<file path="config.mk">
export PLATFORM = sky130hd
export DESIGN_NAME = zone_occupancy_tracker
export DESIGN_NICKNAME = d
export VERILOG_FILES = /design/src/zot_pkg.sv /design/src/zot_ctrl.sv /design/src/zot_datapath.sv /design/src/zone_occupancy_tracker.sv
export SDC_FILE = /design/constraint.sdc
export NUM_CORES = 2
export LEC_CHECK = 0
export BUFFER_PORTS_ARGS = -buffer_cell sky130_fd_sc_hd__buf_2
export CAP_MARGIN = 10
export CELL_PAD_IN_SITES_DETAIL_PLACEMENT = 2
export CELL_PAD_IN_SITES_GLOBAL_PLACEMENT = 2
export CORE_AREA = 2 2 351 701
export DETAILED_ROUTE_END_ITERATION = 8
export DIE_AREA = 0 0 353 703
export PLACE_DENSITY_LB_ADDON = 0.1
export RECOVER_POWER = 25
export SYNTH_ARGS = -nofsm -noshare
export SYNTH_HDL_FRONTEND = slang
export SYNTH_SLANG_ARGS = --single-unit
</file>
<file path="constraint.sdc">
create_clock -name i_clk -period 10 [get_ports i_clk]
set_clock_uncertainty 0.1 [all_clocks]
set_input_delay 1 -clock i_clk [delete_from_list [all_inputs] [get_ports i_clk]]
set_output_delay 1 -clock i_clk [all_outputs]
set_load 0.02 [all_outputs]
</file>
<file path="src/zot_pkg.sv">
// Package for the zone occupancy tracker.
// Holds shared constants, command codes, datapath operations and status.
// No dependencies.
package zot_pkg;

    localparam int MAX_VERTICES_DEF = 8;
    localparam int MAX_TARGETS_DEF  = 3;

    localparam int IN_TDATA_W  = 72;
    localparam int OUT_TDATA_W = 8;
    localparam int CFG_DATA_W  = 32;

    localparam logic [14:0] DIST_MAX      = 15'h7FFF;
    localparam logic [31:0] TIMEOUT_RESET = 32'd5000;

    localparam logic [1:0] CMD_VERTEX  = 2'd0;
    localparam logic [1:0] CMD_TARGET  = 2'd1;
    localparam logic [1:0] CMD_UNAVAIL = 2'd2;
    localparam logic [1:0] CMD_SPARE   = 2'd3;

    localparam logic CFG_MARGIN  = 1'b0;
    localparam logic CFG_TIMEOUT = 1'b1;

    typedef enum logic [4:0] {
        OP_NONE, OP_VTX_WR, OP_SHORT, OP_UNAVAIL, OP_START, OP_RD, OP_DIFF,
        OP_MX1, OP_MX2, OP_SIGN, OP_LEN0, OP_LEN1, OP_DOT0, OP_DOT1,
        OP_PT0, OP_PT1, OP_MAG, OP_DVI, OP_DVS, OP_SQI, OP_SQS, OP_MIN,
        OP_NEXT, OP_RESULT, OP_EMIT
    } t_dp_op;

    typedef struct packed {
        logic vcount_ok;
        logic present;
        logic tracked;
        logic in_zone;
        logic last_edge;
        logic near_start;
        logic near_end;
        logic out_free;
    } t_dp_status;

endpackage

</file>
<file path="src/zot_ctrl.sv">
// Controller state machine of the zone occupancy tracker.
// Sequences the datapath edge by edge; depends on zot_pkg.
module zot_ctrl import zot_pkg::*; (
    input  logic       i_clk,
    input  logic       i_rst_n,
    input  logic       i_s_tvalid,
    input  logic [1:0] i_s_tuser,
    output logic       o_s_tready,
    input  t_dp_status i_status,
    output t_dp_op     o_op
);

    typedef enum logic [4:0] {
        S_IDLE, S_BRANCH, S_RD, S_DIFF, S_MX1, S_MX2, S_SIGN, S_LEN0, S_LEN1,
        S_DOT0, S_DOT1, S_CASE, S_PT0, S_PT1, S_MAG, S_DVI, S_DVS, S_SQI,
        S_SQS, S_MIN, S_NEXT, S_RES, S_EMIT
    } t_state;

    t_state     r_state, n_state;
    logic [4:0] r_cnt, n_cnt;

    always_comb begin
        n_state = r_state;
        n_cnt   = r_cnt;
        o_op    = OP_NONE;
        case (r_state)
            S_IDLE: begin
                if (i_s_tvalid) begin
                    case (i_s_tuser)
                        CMD_VERTEX: o_op = OP_VTX_WR;
                        CMD_TARGET: begin
                            if (i_status.vcount_ok) begin
                                o_op    = OP_START;
                                n_state = S_BRANCH;
                            end else begin
                                o_op = OP_SHORT;
                            end
                        end
                        CMD_UNAVAIL: begin
                            o_op    = OP_UNAVAIL;
                            n_state = S_EMIT;
                        end
                        default: o_op = OP_NONE;
                    endcase
                end
            end
            S_BRANCH: n_state = i_status.present ? S_RD : S_RES;
            S_RD: begin
                o_op    = OP_RD;
                n_state = S_DIFF;
            end
            S_DIFF: begin
                o_op    = OP_DIFF;
                n_state = S_MX1;
            end
            S_MX1: begin
                o_op    = OP_MX1;
                n_state = S_MX2;
            end
            S_MX2: begin
                o_op    = OP_MX2;
                n_state = S_SIGN;
            end
            S_SIGN: begin
                o_op    = OP_SIGN;
                n_state = i_status.tracked ? S_LEN0 : S_NEXT;
            end
            S_LEN0: begin
                o_op    = OP_LEN0;
                n_state = S_LEN1;
            end
            S_LEN1: begin
                o_op    = OP_LEN1;
                n_state = S_DOT0;
            end
            S_DOT0: begin
                o_op    = OP_DOT0;
                n_state = S_DOT1;
            end
            S_DOT1: begin
                o_op    = OP_DOT1;
                n_state = S_CASE;
            end
            S_CASE: begin
                n_state = (i_status.near_start || i_status.near_end) ? S_PT0 : S_MAG;
            end
            S_PT0: begin
                o_op    = OP_PT0;
                n_state = S_PT1;
            end
            S_PT1: begin
                o_op    = OP_PT1;
                n_state = S_SQI;
            end
            S_MAG: begin
                o_op    = OP_MAG;
                n_state = S_DVI;
            end
            S_DVI: begin
                o_op    = OP_DVI;
                n_cnt   = 5'd31;
                n_state = S_DVS;
            end
            S_DVS: begin
                o_op = OP_DVS;
                if (r_cnt == 5'd0) begin
                    n_state = S_SQI;
                end else begin
                    n_cnt = r_cnt - 5'd1;
                end
            end
            S_SQI: begin
                o_op    = OP_SQI;
                n_cnt   = 5'd15;
                n_state = S_SQS;
            end
            S_SQS: begin
                o_op = OP_SQS;
                if (r_cnt == 5'd0) begin
                    n_state = S_MIN;
                end else begin
                    n_cnt = r_cnt - 5'd1;
                end
            end
            S_MIN: begin
                o_op    = OP_MIN;
                n_state = S_NEXT;
            end
            S_NEXT: begin
                o_op = OP_NEXT;
                if (i_status.last_edge || (!i_status.in_zone && !i_status.tracked)) begin
                    n_state = S_RES;
                end else begin
                    n_state = S_RD;
                end
            end
            S_RES: begin
                o_op    = OP_RESULT;
                n_state = S_EMIT;
            end
            S_EMIT: begin
                if (i_status.out_free) begin
                    o_op    = OP_EMIT;
                    n_state = S_IDLE;
                end
            end
            default: n_state = S_IDLE;
        endcase
    end

    always_ff @(posedge i_clk) begin
        if (!i_rst_n) begin
            r_state <= S_IDLE;
            r_cnt   <= 5'd0;
        end else begin
            r_state <= n_state;
            r_cnt   <= n_cnt;
        end
    end

    assign o_s_tready = (r_state == S_IDLE);

endmodule

</file>
<file path="src/zot_datapath.sv">
// Datapath of the zone occupancy tracker: vertex memory, target state,
// shared multiplier, divider and square root steps, result register.
// Depends on zot_pkg.
module zot_datapath import zot_pkg::*; #(
    parameter int MAX_VERTICES = MAX_VERTICES_DEF,
    parameter int MAX_TARGETS  = MAX_TARGETS_DEF
) (
    input  logic                   i_clk,
    input  logic                   i_rst_n,
    input  t_dp_op                 i_op,
    input  logic [IN_TDATA_W-1:0]  i_s_tdata,
    input  logic                   i_s_tlast,
    input  logic                   i_cfg_we,
    input  logic                   i_cfg_addr,
    input  logic [CFG_DATA_W-1:0]  i_cfg_wdata,
    input  logic                   i_m_tready,
    output t_dp_status             o_status,
    output logic                   o_m_tvalid,
    output logic [OUT_TDATA_W-1:0] o_m_tdata,
    output logic                   o_m_tuser,
    output logic                   o_m_tlast
);

    localparam int VIW = $clog2(MAX_VERTICES);
    localparam int CW  = $clog2(MAX_VERTICES + 1);
    localparam int TIW = (MAX_TARGETS > 1) ? $clog2(MAX_TARGETS) : 1;

    logic [2:0]         in_vidx;
    logic               in_lastv;
    logic [1:0]         in_slot;
    logic               in_present;
    logic signed [14:0] in_x, in_y;
    logic [31:0]        in_time;

    assign in_vidx    = i_s_tdata[2:0];
    assign in_lastv   = i_s_tdata[3];
    assign in_slot    = i_s_tdata[5:4];
    assign in_present = i_s_tdata[6];
    assign in_x       = i_s_tdata[21:7];
    assign in_y       = i_s_tdata[36:22];
    assign in_time    = i_s_tdata[68:37];

    logic signed [14:0] r_vx [MAX_VERTICES];
    logic signed [14:0] r_vy [MAX_VERTICES];
    logic signed [14:0] r_ax, r_ay, r_bx, r_by;

    logic [CW-1:0]          r_vcount;
    logic [MAX_TARGETS-1:0] r_tracked;
    logic [31:0]            r_seen [MAX_TARGETS];
    logic [1:0]             r_frame;
    logic [14:0]            r_margin;
    logic [31:0]            r_timeout;

    logic [1:0]         r_slot;
    logic               r_present, r_last;
    logic signed [14:0] r_px, r_py;
    logic [31:0]        r_now;
    logic [VIW-1:0]     r_ia;
    logic [CW-1:0]      r_edge;

    logic signed [15:0] r_ex, r_ey, r_qx, r_qy, r_rx, r_ry;
    logic signed [65:0] r_acc;
    logic signed [32:0] r_cr, r_dot;
    logic [31:0]        r_len2, r_d2, r_rem, r_root, r_bit;
    logic [63:0]        r_num;
    logic               r_prev_pos, r_prev_neg, r_in_zone;
    logic [14:0]        r_min;

    logic       r_res_c, r_res_last, r_res_occ, r_res_cv;
    logic [1:0] r_res_cnt;
    logic       r_m_valid;
    logic       r_m_c, r_m_occ, r_m_last, r_m_cv;
    logic [1:0] r_m_cnt;

    logic               slot_valid, tracked, out_free, near_start, near_end;
    logic [TIW-1:0]     slot_idx;
    logic [VIW-1:0]     ib;
    logic [31:0]        mag;
    logic signed [32:0] mul_a, mul_b;
    logic signed [65:0] prod;
    logic [32:0]        div_t, sq_sum;
    logic               div_ge, sq_ge, cr_pos, cr_neg, opposite, timed_out;
    logic               res_c, set_track, clr_track;
    logic [1:0]         fc_new;
    logic [14:0]        dsat;

    assign slot_valid = int'(r_slot) < MAX_TARGETS;
    assign slot_idx   = TIW'(r_slot);
    assign tracked    = slot_valid && r_tracked[slot_idx];
    assign out_free   = !r_m_valid || i_m_tready;
    assign ib         = ((CW'(r_ia) + CW'(1)) == r_vcount) ? '0 : VIW'(r_ia + VIW'(1));
    assign mag        = r_cr[32] ? 32'(-r_cr) : r_cr[31:0];
    assign near_start = (r_len2 == 32'd0) || r_dot[32];
    assign near_end   = !near_start && (r_dot > $signed({1'b0, r_len2}));

    always_comb begin
        mul_a = '0;
        mul_b = '0;
        case (i_op)
            OP_MX1: begin
                mul_a = 33'(r_ex);
                mul_b = 33'(r_qy);
            end
            OP_MX2: begin
                mul_a = 33'(r_ey);
                mul_b = 33'(r_qx);
            end
            OP_LEN0: begin
                mul_a = 33'(r_ex);
                mul_b = 33'(r_ex);
            end
            OP_LEN1: begin
                mul_a = 33'(r_ey);
                mul_b = 33'(r_ey);
            end
            OP_DOT0: begin
                mul_a = 33'(r_ex);
                mul_b = 33'(r_qx);
            end
            OP_DOT1: begin
                mul_a = 33'(r_ey);
                mul_b = 33'(r_qy);
            end
            OP_PT0: begin
                mul_a = near_start ? 33'(r_qx) : 33'(r_rx);
                mul_b = mul_a;
            end
            OP_PT1: begin
                mul_a = near_start ? 33'(r_qy) : 33'(r_ry);
                mul_b = mul_a;
            end
            OP_MAG: begin
                mul_a = $signed({1'b0, mag});
                mul_b = mul_a;
            end
            default: mul_a = '0;
        endcase
    end

    assign prod = mul_a * mul_b;

    assign div_t  = {r_rem, r_num[63]};
    assign div_ge = div_t >= {1'b0, r_len2};
    assign sq_sum = {1'b0, r_root} + {1'b0, r_bit};
    assign sq_ge  = {1'b0, r_rem} >= sq_sum;
    assign cr_neg = r_cr[32];
    assign cr_pos = !r_cr[32] && (r_cr != 33'sd0);
    assign opposite = (cr_pos && r_prev_neg) || (cr_neg && r_prev_pos);
    assign dsat   = (r_root > 32'(DIST_MAX)) ? DIST_MAX : r_root[14:0];
    assign timed_out = (r_now - r_seen[slot_idx]) > r_timeout;

    always_comb begin
        res_c     = 1'b0;
        set_track = 1'b0;
        clr_track = 1'b0;
        if (!r_present) begin
            res_c     = tracked && !timed_out;
            clr_track = tracked && timed_out;
        end else if (r_in_zone) begin
            res_c     = 1'b1;
            set_track = slot_valid;
        end else if (tracked) begin
            res_c     = (r_min <= r_margin);
            clr_track = (r_min > r_margin);
        end
        fc_new = (res_c && r_frame != 2'd3) ? r_frame + 2'd1 : r_frame;
    end

    // Vertex memory: one write port, two registered read ports.
    always_ff @(posedge i_clk) begin
        if (i_op == OP_VTX_WR && int'(in_vidx) < MAX_VERTICES) begin
            r_vx[VIW'(in_vidx)] <= in_x;
            r_vy[VIW'(in_vidx)] <= in_y;
        end
        if (i_op == OP_RD) begin
            r_ax <= r_vx[r_ia];
            r_ay <= r_vy[r_ia];
            r_bx <= r_vx[ib];
            r_by <= r_vy[ib];
        end
    end

    always_ff @(posedge i_clk) begin
        if (!i_rst_n) begin
            r_vcount  <= '0;
            r_tracked <= '0;
            r_frame   <= 2'd0;
            r_margin  <= 15'd0;
            r_timeout <= TIMEOUT_RESET;
            r_m_valid <= 1'b0;
        end else begin
            if (i_cfg_we) begin
                case (i_cfg_addr)
                    CFG_MARGIN:  r_margin  <= i_cfg_wdata[14:0];
                    CFG_TIMEOUT: r_timeout <= i_cfg_wdata;
                    default:     r_margin  <= r_margin;
                endcase
            end
            if (i_op == OP_EMIT) begin
                r_m_valid <= 1'b1;
            end else if (i_m_tready) begin
                r_m_valid <= 1'b0;
            end
            case (i_op)
                OP_VTX_WR: begin
                    if (int'(in_vidx) < MAX_VERTICES && in_lastv) begin
                        r_vcount <= CW'(in_vidx) + CW'(1);
                    end
                end
                OP_SHORT: begin
                    if (i_s_tlast) begin
                        r_frame <= 2'd0;
                    end
                end
                OP_UNAVAIL: r_frame <= 2'd0;
                OP_RESULT: begin
                    r_frame <= r_last ? 2'd0 : fc_new;
                    if (set_track) begin
                        r_tracked[slot_idx] <= 1'b1;
                    end
                    if (clr_track) begin
                        r_tracked[slot_idx] <= 1'b0;
                    end
                end
                default: r_frame <= r_frame;
            endcase
        end
    end

    always_ff @(posedge i_clk) begin
        case (i_op)
            OP_START: begin
                r_slot     <= in_slot;
                r_present  <= in_present;
                r_last     <= i_s_tlast;
                r_px       <= in_x;
                r_py       <= in_y;
                r_now      <= in_time;
                r_ia       <= '0;
                r_edge     <= '0;
                r_prev_pos <= 1'b0;
                r_prev_neg <= 1'b0;
                r_in_zone  <= 1'b1;
                r_min      <= DIST_MAX;
            end
            OP_UNAVAIL: begin
                r_res_c    <= 1'b0;
                r_res_last <= 1'b1;
                r_res_occ  <= 1'b0;
                r_res_cnt  <= 2'd0;
                r_res_cv   <= 1'b0;
            end
            OP_DIFF: begin
                r_ex <= 16'(r_bx) - 16'(r_ax);
                r_ey <= 16'(r_by) - 16'(r_ay);
                r_qx <= 16'(r_px) - 16'(r_ax);
                r_qy <= 16'(r_py) - 16'(r_ay);
                r_rx <= 16'(r_bx) - 16'(r_px);
                r_ry <= 16'(r_by) - 16'(r_py);
            end
            OP_MX1, OP_LEN0, OP_DOT0, OP_PT0: r_acc <= prod;
            OP_MX2:  r_cr   <= 33'(r_acc - prod);
            OP_LEN1: r_len2 <= 32'(r_acc + prod);
            OP_DOT1: r_dot  <= 33'(r_acc + prod);
            OP_PT1:  r_d2   <= 32'(r_acc + prod);
            OP_MAG:  r_num  <= 64'(prod);
            OP_SIGN: begin
                if (opposite) begin
                    r_in_zone <= 1'b0;
                end
                r_prev_pos <= cr_pos;
                r_prev_neg <= cr_neg;
            end
            OP_DVI: begin
                r_rem <= r_num[63:32];
                r_num <= {r_num[31:0], 32'd0};
                r_d2  <= 32'd0;
            end
            OP_DVS: begin
                r_rem <= div_ge ? 32'(div_t - {1'b0, r_len2}) : div_t[31:0];
                r_num <= {r_num[62:0], 1'b0};
                r_d2  <= {r_d2[30:0], div_ge};
            end
            OP_SQI: begin
                r_rem  <= r_d2;
                r_root <= 32'd0;
                r_bit  <= 32'h4000_0000;
            end
            OP_SQS: begin
                r_rem  <= sq_ge ? 32'({1'b0, r_rem} - sq_sum) : r_rem;
                r_root <= sq_ge ? (r_root >> 1) + r_bit : r_root >> 1;
                r_bit  <= r_bit >> 2;
            end
            OP_MIN: begin
                if (dsat < r_min) begin
                    r_min <= dsat;
                end
            end
            OP_NEXT: begin
                r_ia   <= ib;
                r_edge <= r_edge + CW'(1);
            end
            OP_RESULT: begin
                r_res_c    <= res_c;
                r_res_last <= r_last;
                r_res_occ  <= r_last && (fc_new != 2'd0);
                r_res_cnt  <= r_last ? fc_new : 2'd0;
                r_res_cv   <= 1'b1;
                if (set_track) begin
                    r_seen[slot_idx] <= r_now;
                end
            end
            OP_EMIT: begin
                r_m_c    <= r_res_c;
                r_m_last <= r_res_last;
                r_m_occ  <= r_res_occ;
                r_m_cnt  <= r_res_cnt;
                r_m_cv   <= r_res_cv;
            end
            default: r_min <= r_min;
        endcase
    end

    always_comb begin
        o_status.vcount_ok  = r_vcount >= CW'(3);
        o_status.present    = r_present;
        o_status.tracked    = tracked;
        o_status.in_zone    = r_in_zone;
        o_status.last_edge  = (r_edge == r_vcount);
        o_status.near_start = near_start;
        o_status.near_end   = near_end;
        o_status.out_free   = out_free;
    end

    assign o_m_tvalid = r_m_valid;
    assign o_m_tdata  = {4'd0, r_m_cnt, r_m_occ, r_m_c};
    assign o_m_tuser  = r_m_cv;
    assign o_m_tlast  = r_m_last;

endmodule

</file>
<file path="src/zone_occupancy_tracker.sv">
// Top level of the zone occupancy tracker: controller plus datapath.
// A present target is processed edge by edge over vertex_count + 1 polygon edges, ending early
// once outside the zone and untracked; tracked, each edge adds a distance (32-step divide unless
// near an end point, 16-step square root). An absent target goes straight to its result.
// One request is processed at a time; the result waits in an output register.
// Synchronous active-low reset clears control state, counts, output valid and tracking.
module zone_occupancy_tracker import zot_pkg::*; #(
    parameter int MAX_VERTICES = MAX_VERTICES_DEF,
    parameter int MAX_TARGETS  = MAX_TARGETS_DEF
) (
    input  logic                   i_clk,
    input  logic                   i_rst_n,
    input  logic                   s_axis_tvalid,
    output logic                   s_axis_tready,
    // vertex_index, last_vertex, target_slot, present, x, y, time_ms, zero pad
    input  logic [IN_TDATA_W-1:0]  s_axis_tdata,
    // command
    input  logic [1:0]             s_axis_tuser,
    input  logic                   s_axis_tlast,
    output logic                   m_axis_tvalid,
    input  logic                   m_axis_tready,
    // contained, occupied, contained count, zero pad
    output logic [OUT_TDATA_W-1:0] m_axis_tdata,
    // count_valid
    output logic                   m_axis_tuser,
    output logic                   m_axis_tlast,
    input  logic                   i_cfg_we,
    input  logic                   i_cfg_addr,
    input  logic [CFG_DATA_W-1:0]  i_cfg_wdata
);

    t_dp_op     op;
    t_dp_status status;

    zot_ctrl u_ctrl (
        .i_clk      (i_clk),
        .i_rst_n    (i_rst_n),
        .i_s_tvalid (s_axis_tvalid),
        .i_s_tuser  (s_axis_tuser),
        .o_s_tready (s_axis_tready),
        .i_status   (status),
        .o_op       (op)
    );

    zot_datapath #(
        .MAX_VERTICES (MAX_VERTICES),
        .MAX_TARGETS  (MAX_TARGETS)
    ) u_dp (
        .i_clk       (i_clk),
        .i_rst_n     (i_rst_n),
        .i_op        (op),
        .i_s_tdata   (s_axis_tdata),
        .i_s_tlast   (s_axis_tlast),
        .i_cfg_we    (i_cfg_we),
        .i_cfg_addr  (i_cfg_addr),
        .i_cfg_wdata (i_cfg_wdata),
        .i_m_tready  (m_axis_tready),
        .o_status    (status),
        .o_m_tvalid  (m_axis_tvalid),
        .o_m_tdata   (m_axis_tdata),
        .o_m_tuser   (m_axis_tuser),
        .o_m_tlast   (m_axis_tlast)
    );

endmodule

</file>
* Word-level counts from Yosys, hierarchy flattened *
Memories as Yosys holds them, arrays and structs flattened. A register that Yosys moved wholly into a read port is not among the register bits.
Cells that the tools add are included.
W data, S select, Z words.

word-level totals
  register bits after elaboration = 589
  memory bits (writable) = 336
  input bits = 113
  output and inout port bits = 12
  word-level logic and storage cells = 276
  memories kept = 3

operators by class
  add/subtract/negate cells = 20
  multiply operators = 1
  order comparisons = 12
  equality and inequality tests = 62
  multiplexer cells = 75
  bitwise logic cells = 4
  reductions and logical operators = 54

memory list
  name         words  width  rd ports  clocked after Yosys merged registers in  wr ports  RTL line            text
  u_dp.r_vx    8      15     2         2                                        1         zot_datapath.sv:43  logic signed [14:0] r_vx [MAX_VERTICES];
  u_dp.r_vy    8      15     2         2                                        1         zot_datapath.sv:44  logic signed [14:0] r_vy [MAX_VERTICES];
  u_dp.r_seen  3      32     1         1                                        1         zot_datapath.sv:49  logic [31:0] r_seen [MAX_TARGETS];

operators by type and width
  cell                  count
  $pmux W33 S7          1
  $pmux W64 S3          1
  $pmux W33 S5          1
  $mux W32              4
  $pmux W32 S2          2
  $pmux W32 S4          1
  $pmux W5 S23          1
  $pmux W5 S21          1
  $pmux W32 S3          1
  $sub A15 B15 Y16      6
  $sub A32 B32 Y32      3
  $eq A5 B4 Y1 const B  16
  $eq A5 B5 Y1 const B  16
  $mux W33              2
  $mul A33 B33 Y64      1
  $mux W5               11
  $eq A5 B3 Y1 const B  8
  $add A32 B32 Y33      1
  $add A33 B33 Y33      1
  $ge A32 B33 Y1        1
  $ge A33 B32 Y1        1
  $gt A33 B33 Y1        1
  $reduce_bool A33 Y1   1
  $sub A33 B33 Y33      1
  other kinds (57)      145

* Longest topological paths before layout *
  word-level depth = 11
  mapped depth = 47

* Modules after synthesis *
From an unflattened synthesis, not the netlist that was laid out.

second synthesis, totals
  cells, all modules = 9251
  area, all modules = 93268.2 um^2

by module, submodules not included
  module        times used  cells an instance  area an instance (um^2)
  zot_datapath  1           9110               92246.0
  zot_ctrl      1           141                1022.2

* Worst setup path before layout *
Ideal clock, no wire load.

  path kind = register to register
  start point = register u_ctrl.r_state[3]
  end point = register u_dp.r_d2[30] (data pin)
  arrival = 10.447 ns
  data required time = 9.645 ns
  setup slack = -0.803 ns
  stages on the path, launching flop included = 39
  path buffers = 5
  period minus slack after synthesis = 10.803 ns
  cell sequence = dfxtp_1 -> or3b_2 -> nor3_2 -> clkbuf_1 -> a22oi_1 -> nand2_1 -> a211oi_2 -> clkbuf_1 -> nor2_1 -> fa_1 -> fa_1 -> inv_1 -> fa_1 -> fa_1 -> inv_1 -> fa_1 -> ha_1 -> fa_1 -> [3 not listed] -> ha_1 -> buf_2 -> a2111oi_1 -> o21ai_1 -> o311a_1 -> a31o_2 -> a211oi_4 -> o21ai_0 -> xnor2_1 -> ha_1 -> clkbuf_1 -> inv_1 -> clkbuf_1 -> nor2_1 -> o31a_1 -> a211oi_1 -> xnor2_1 -> a31o_1

on the way
  cells in the longest elaborated chain, start to end = 8
  elaborated cells between the ends (all ways) = 42

RTL lines
  element                                                                RTL line             text
  start: declaration                                                     zot_ctrl.sv:19       t_state r_state, n_state;
  start signal: assignment                                               zot_ctrl.sv:156      r_state <= n_state;
  $eq A5 B5 Y1 (tied with other cells)                                   zot_ctrl.sv:26       case (r_state)
  $pmux W5 S21 (*)                                                       zot_ctrl.sv:26
  $eq A5 B4 Y1 / $eq A5 B3 Y1 (equally long branches)                    zot_datapath.sv:99   case (i_op)
  $reduce_or A3 Y1 (no line) / $reduce_or A2 Y1 (equally long branches)  -
  $pmux W33 S5 / $pmux W33 S7 (equally long branches)                    zot_datapath.sv:99
  $mul A33 B33 Y64 (*)                                                   zot_datapath.sv:140  assign prod = mul_a * mul_b;
  via u_dp.prod[28]                                                      zot_datapath.sv:80   logic signed [65:0] prod;
  $add A33 B33 Y33 (*)                                                   zot_datapath.sv:265  OP_PT1: r_d2 <= 32'(r_acc + prod);
  $pmux W32 S3 (*)                                                       zot_datapath.sv:231  case (i_op)
  end signal: assignment                                                 zot_datapath.sv:265
  end signal: assignment                                                 zot_datapath.sv:282  r_d2 <= {r_d2[30:0], div_ge};
  end: declaration                                                       zot_datapath.sv:64   logic [31:0] r_len2, r_d2, r_rem, r_root, r_bit;

The timed path passes the listed nets; every way through them passes the cells marked *.
A chain may end at the register's enable or synchronous reset.

* Worst setup path after layout *
  start point = register u_dp.r_len2[22]
  end point = register u_dp.r_d2[30] (data pin)

on the way
  cells in the longest elaborated chain, start to end = 7
  elaborated cells between the ends (all ways) = 9

RTL lines
  element                                              RTL line                                  text
  start: declaration                                   zot_datapath.sv:64
  start signal: assignment                             zot_datapath.sv:263                       OP_LEN1: r_len2 <= 32'(r_acc + prod);
  $logic_not A32 Y1 (*)                                zot_datapath.sv:93                        assign near_start = (r_len2 == 32'd0) || r_dot[32];
  $logic_or A1 B1 Y1 (*)                               zot_datapath.sv:93
  $mux W33 (on tied branches)                          zot_datapath.sv:129, zot_datapath.sv:125
  $pmux W33 S7 / $pmux W33 S5 (equally long branches)  zot_datapath.sv:99
  $mul A33 B33 Y64 (*)                                 zot_datapath.sv:140
  via u_dp.prod[17]                                    zot_datapath.sv:80
  $add A33 B33 Y33 (*)                                 zot_datapath.sv:265
  $pmux W32 S3 (*)                                     zot_datapath.sv:231

Marked as above.

==> impl_metrics.tcl <==
set metrics [dict create \
    core_um2 242800 \
    r2r-start "u_dp.r_len2[22]" \
    postSynthCellCount 9516 \
    multi_input_area_um2 63140 \
    crit_top_cell "inv_2" \
    worstRegToRegCells 51 \
    fillers 25034 \
    hp-start "s_axis_tdata[62]" \
    whs_ps 265.1 \
    drt-pass1-iter-count 5 \
    dieArea_um2 248200 \
    fmax_mhz 87.68 \
    fp-row-count 256 \
    async_flop_share_pct 0 \
    grt_util_all_layers_pct 36.15 \
    die_x_um 353 \
    power_density_nw_per_um2 109.8 \
    port_buffers 117 \
    synth-seq-area-share_pct 30.21 \
    antenna_found_initial 20 \
    vias 79849 \
    setup_slack_ps -1405 \
    slew_violations 72 \
    synth_area_per_cell_um2 9.901 \
    critPathLaunchType "flip-flop" \
    rsz0062_at_grt "true" \
    chipHeight_um 703 \
    place_hpwl_um 370200 \
    slew_headroom_pct -110.7 \
    clkTransAtPathRegs_ps 70 \
    ios 125 \
    ctsLongestPathBuffers 3 \
    regArea_um2 28470 \
    ant_nets 0 \
    drc 0 \
    synth_cell_type_count 111 \
    synth_area_leaders "edfxtp_1 (29%), fa_1 (24%), ha_1 (7.9%)" \
    fin_crit_ps 11410 \
    wl_per_cell_um 32.80 \
    final_cell_mix "inv_1 (1451), nand2_1 (1234), buf_4 (1136), fa_1 (1061), edfxtp_1 (902)" \
    grt_max_degree 130 \
    drt-initial-drc-count 3980 \
    gp_congestion 1.031 \
    hold_depth 1 \
    rrSetupSlack_ps -1410 \
    setup_viol 110 \
    cts_tree "yes" \
    grt_pass1_vias 94127 \
    maxCapViolCount 1 \
    drt-total-wl_um 464200 \
    area_growth_pct 27.16 \
    worst_path_max_delay_cell "fa_2" \
    cp_data_arrival_time_ps 11810 \
    cp-end-kind "flip-flop" \
    cts_inserted_buffers 99 \
    ctsRootBufferMaster "clkbuf_16" \
    nets 12680 \
    h-tree-depth 3 \
    worstReg2RegEnd "u_dp.r_d2[30]" \
    violations "capacitance limit, slew limit, setup timing" \
    post-synth-top-area-cell "edfxtp_1" \
    tns_ps -89830 \
    synth-edff-count 902 \
    synth_seq_cells 971 \
    grt_pass1_wl_um 644600 \
    final_common_cell "inv_1" \
    ir_worst_vdd_uv 182.0 \
    final-hold-violation-count 0 \
    post-route-period-util_pct 114.1 \
    layout-drive-gt1-share_pct 24.63 \
    p_leak_uw 0.04971 \
    synth_top_area_share_pct 28.75 \
    cts_sinks 971 \
    worstMarginPinSlew_ps 3160 \
    start_util_pct 38.81 \
    yosysWarnings 0 \
    crit_fanout 5 \
    synth_area_um2 94220 \
    outcome "finished, violations left" \
    hp-class "in -> reg" \
    grt_overflow 0 \
    crit_type "reg -> reg" \
    slowest_delay_ps 660 \
    synthFlopType "edfxtp_1" \
    crit_required_ps 10400 \
    hold_buffers 0 \
    via_per_inst 5.642 \
    insertion_delay_ps 820 \
    min_to "u_dp.r_now[25]" \
    power.total_uw 13160 \
]
-- flip-flops by register name (all words and copies together), names as in the netlist, 16 cells and up, named ones only --
register        flops
u_dp.r_acc         33
u_dp.r_bit         16
u_dp.r_cr          33
u_dp.r_d2          32
u_dp.r_dot         33
u_dp.r_ex          16
u_dp.r_ey          16
u_dp.r_len2        32
u_dp.r_now         32
u_dp.r_num         64
u_dp.r_qx          16
u_dp.r_qy          16
u_dp.r_rem         32
u_dp.r_root        32
u_dp.r_rx          16
u_dp.r_ry          16
u_dp.r_seen        96
u_dp.r_timeout     32
u_dp.r_vx         120
u_dp.r_vy         120
-- where the power goes --
group / total, µW / switching [µW] / internal, µW
clock: 4020 / 1910 / 2120
combinational: 4330 / 2650 / 1670
sequential: 4810 / 143 / 4660
total: 13200 / 4700 / 8450
-- cell families after synthesis --
logic type	Yosys count	synth area share, %
other cells	1	0.003980
xor+xnor	336	3.131
compound gates	1528	10.73
simple gates	2775	12.77
mux	212	3.089
fa+ha+maj	1734	32.08
flops	971	30.21
buf+inv	1959	7.976
-- layer usage --
metal	share of wire (%)	track usage [%]
met4	12	33.82
met1	30	31.03
met2	54	70.76
met5	0.014	0
met3	3.8	4.588
-- cells in the mapped netlist, types with 32 or more instances --
| cell type | n |
|---|---|
| nor3_1 | 125 |
| o22ai_1 | 34 |
| inv_1 | 1550 |
| o21ai_0 | 354 |
| a21oi_1 | 351 |
| o31ai_1 | 41 |
| a22oi_1 | 51 |
| a31oi_1 | 67 |
| ha_1 | 598 |
| nor2b_1 | 75 |
| nand4_1 | 52 |
| xor2_1 | 102 |
| and3_1 | 57 |
| nor4_1 | 32 |
| clkbuf_1 | 286 |
| a21o_1 | 112 |
| nand2_1 | 1327 |
| buf_2 | 89 |
| xnor2_1 | 233 |
| o21a_1 | 41 |
| nor2_1 | 713 |
| a21boi_0 | 71 |
| a211oi_1 | 46 |
| o21bai_1 | 55 |
| nand3_1 | 157 |
| dfxtp_1 | 69 |
| nand2b_1 | 105 |
| o211ai_1 | 35 |
| edfxtp_1 | 902 |
| fa_1 | 1136 |
| mux4_2 | 60 |
| mux2i_1 | 122 |
| or3_1 | 41 |
-- layout make-up --
cell class,count,area share [%]
clock inverter,70,0.6715
inverter,1552,4.894
sequential,971,23.76
multi-input combinational,6589,52.70
tap,3225,3.368
timing repair buffer,1620,12.41
clock buffer,114,2.167
antenna,12,0.02506
-- per-stage QoR --
stage	instances	utilization (%)	area [µm²]	setup WS, ps
after floorplan	9519	-	94410	-108.5
after global placement	13717	44.66	108400	-2385
after detailed placement	13717	44.66	108400	-2550
after CTS	14015	47.81	116100	-1042
after global routing	14143	49.33	119800	-1687
final	14153	49.34	119800	-1405
-- worst max path at each step --
stage	slack [ps]	from	cells past startpoint	end
floorplan	-110	u_dp.r_cr[0]	44	u_dp.r_d2[30]
global placement	-2390	u_dp.r_len2[22]	40	u_dp.r_num[63]
detailed placement	-2550	u_dp.r_len2[22]	42	u_dp.r_num[61]
CTS	-1040	u_dp.r_cr[1]	43	u_dp.r_cr[29]
global route	-1690	u_dp.r_len2[27]	50	u_dp.r_d2[30]
finish	-1410	u_dp.r_len2[22]	51	u_dp.r_d2[30]
-- critical path, delay by kind of cell (launching register included) --
family | cells | cell delay, ps
flops | 1 | 440
buf+inv | 17 | 2030
fa+ha+maj | 10 | 4310
simple gates | 6 | 870
compound gates | 15 | 2850
xor+xnor | 2 | 340
mux | 1 | 190
-- what timing repair did --
action / CTS / global route
gates cloned: 5 / 8
pin swaps: 249 / 283
setup endpoints to repair: 139 / 136
gates resized for setup: 682 / 639
setup buffers: 116 / 155
No activity file was read; power rests on OpenSTA's default activity.
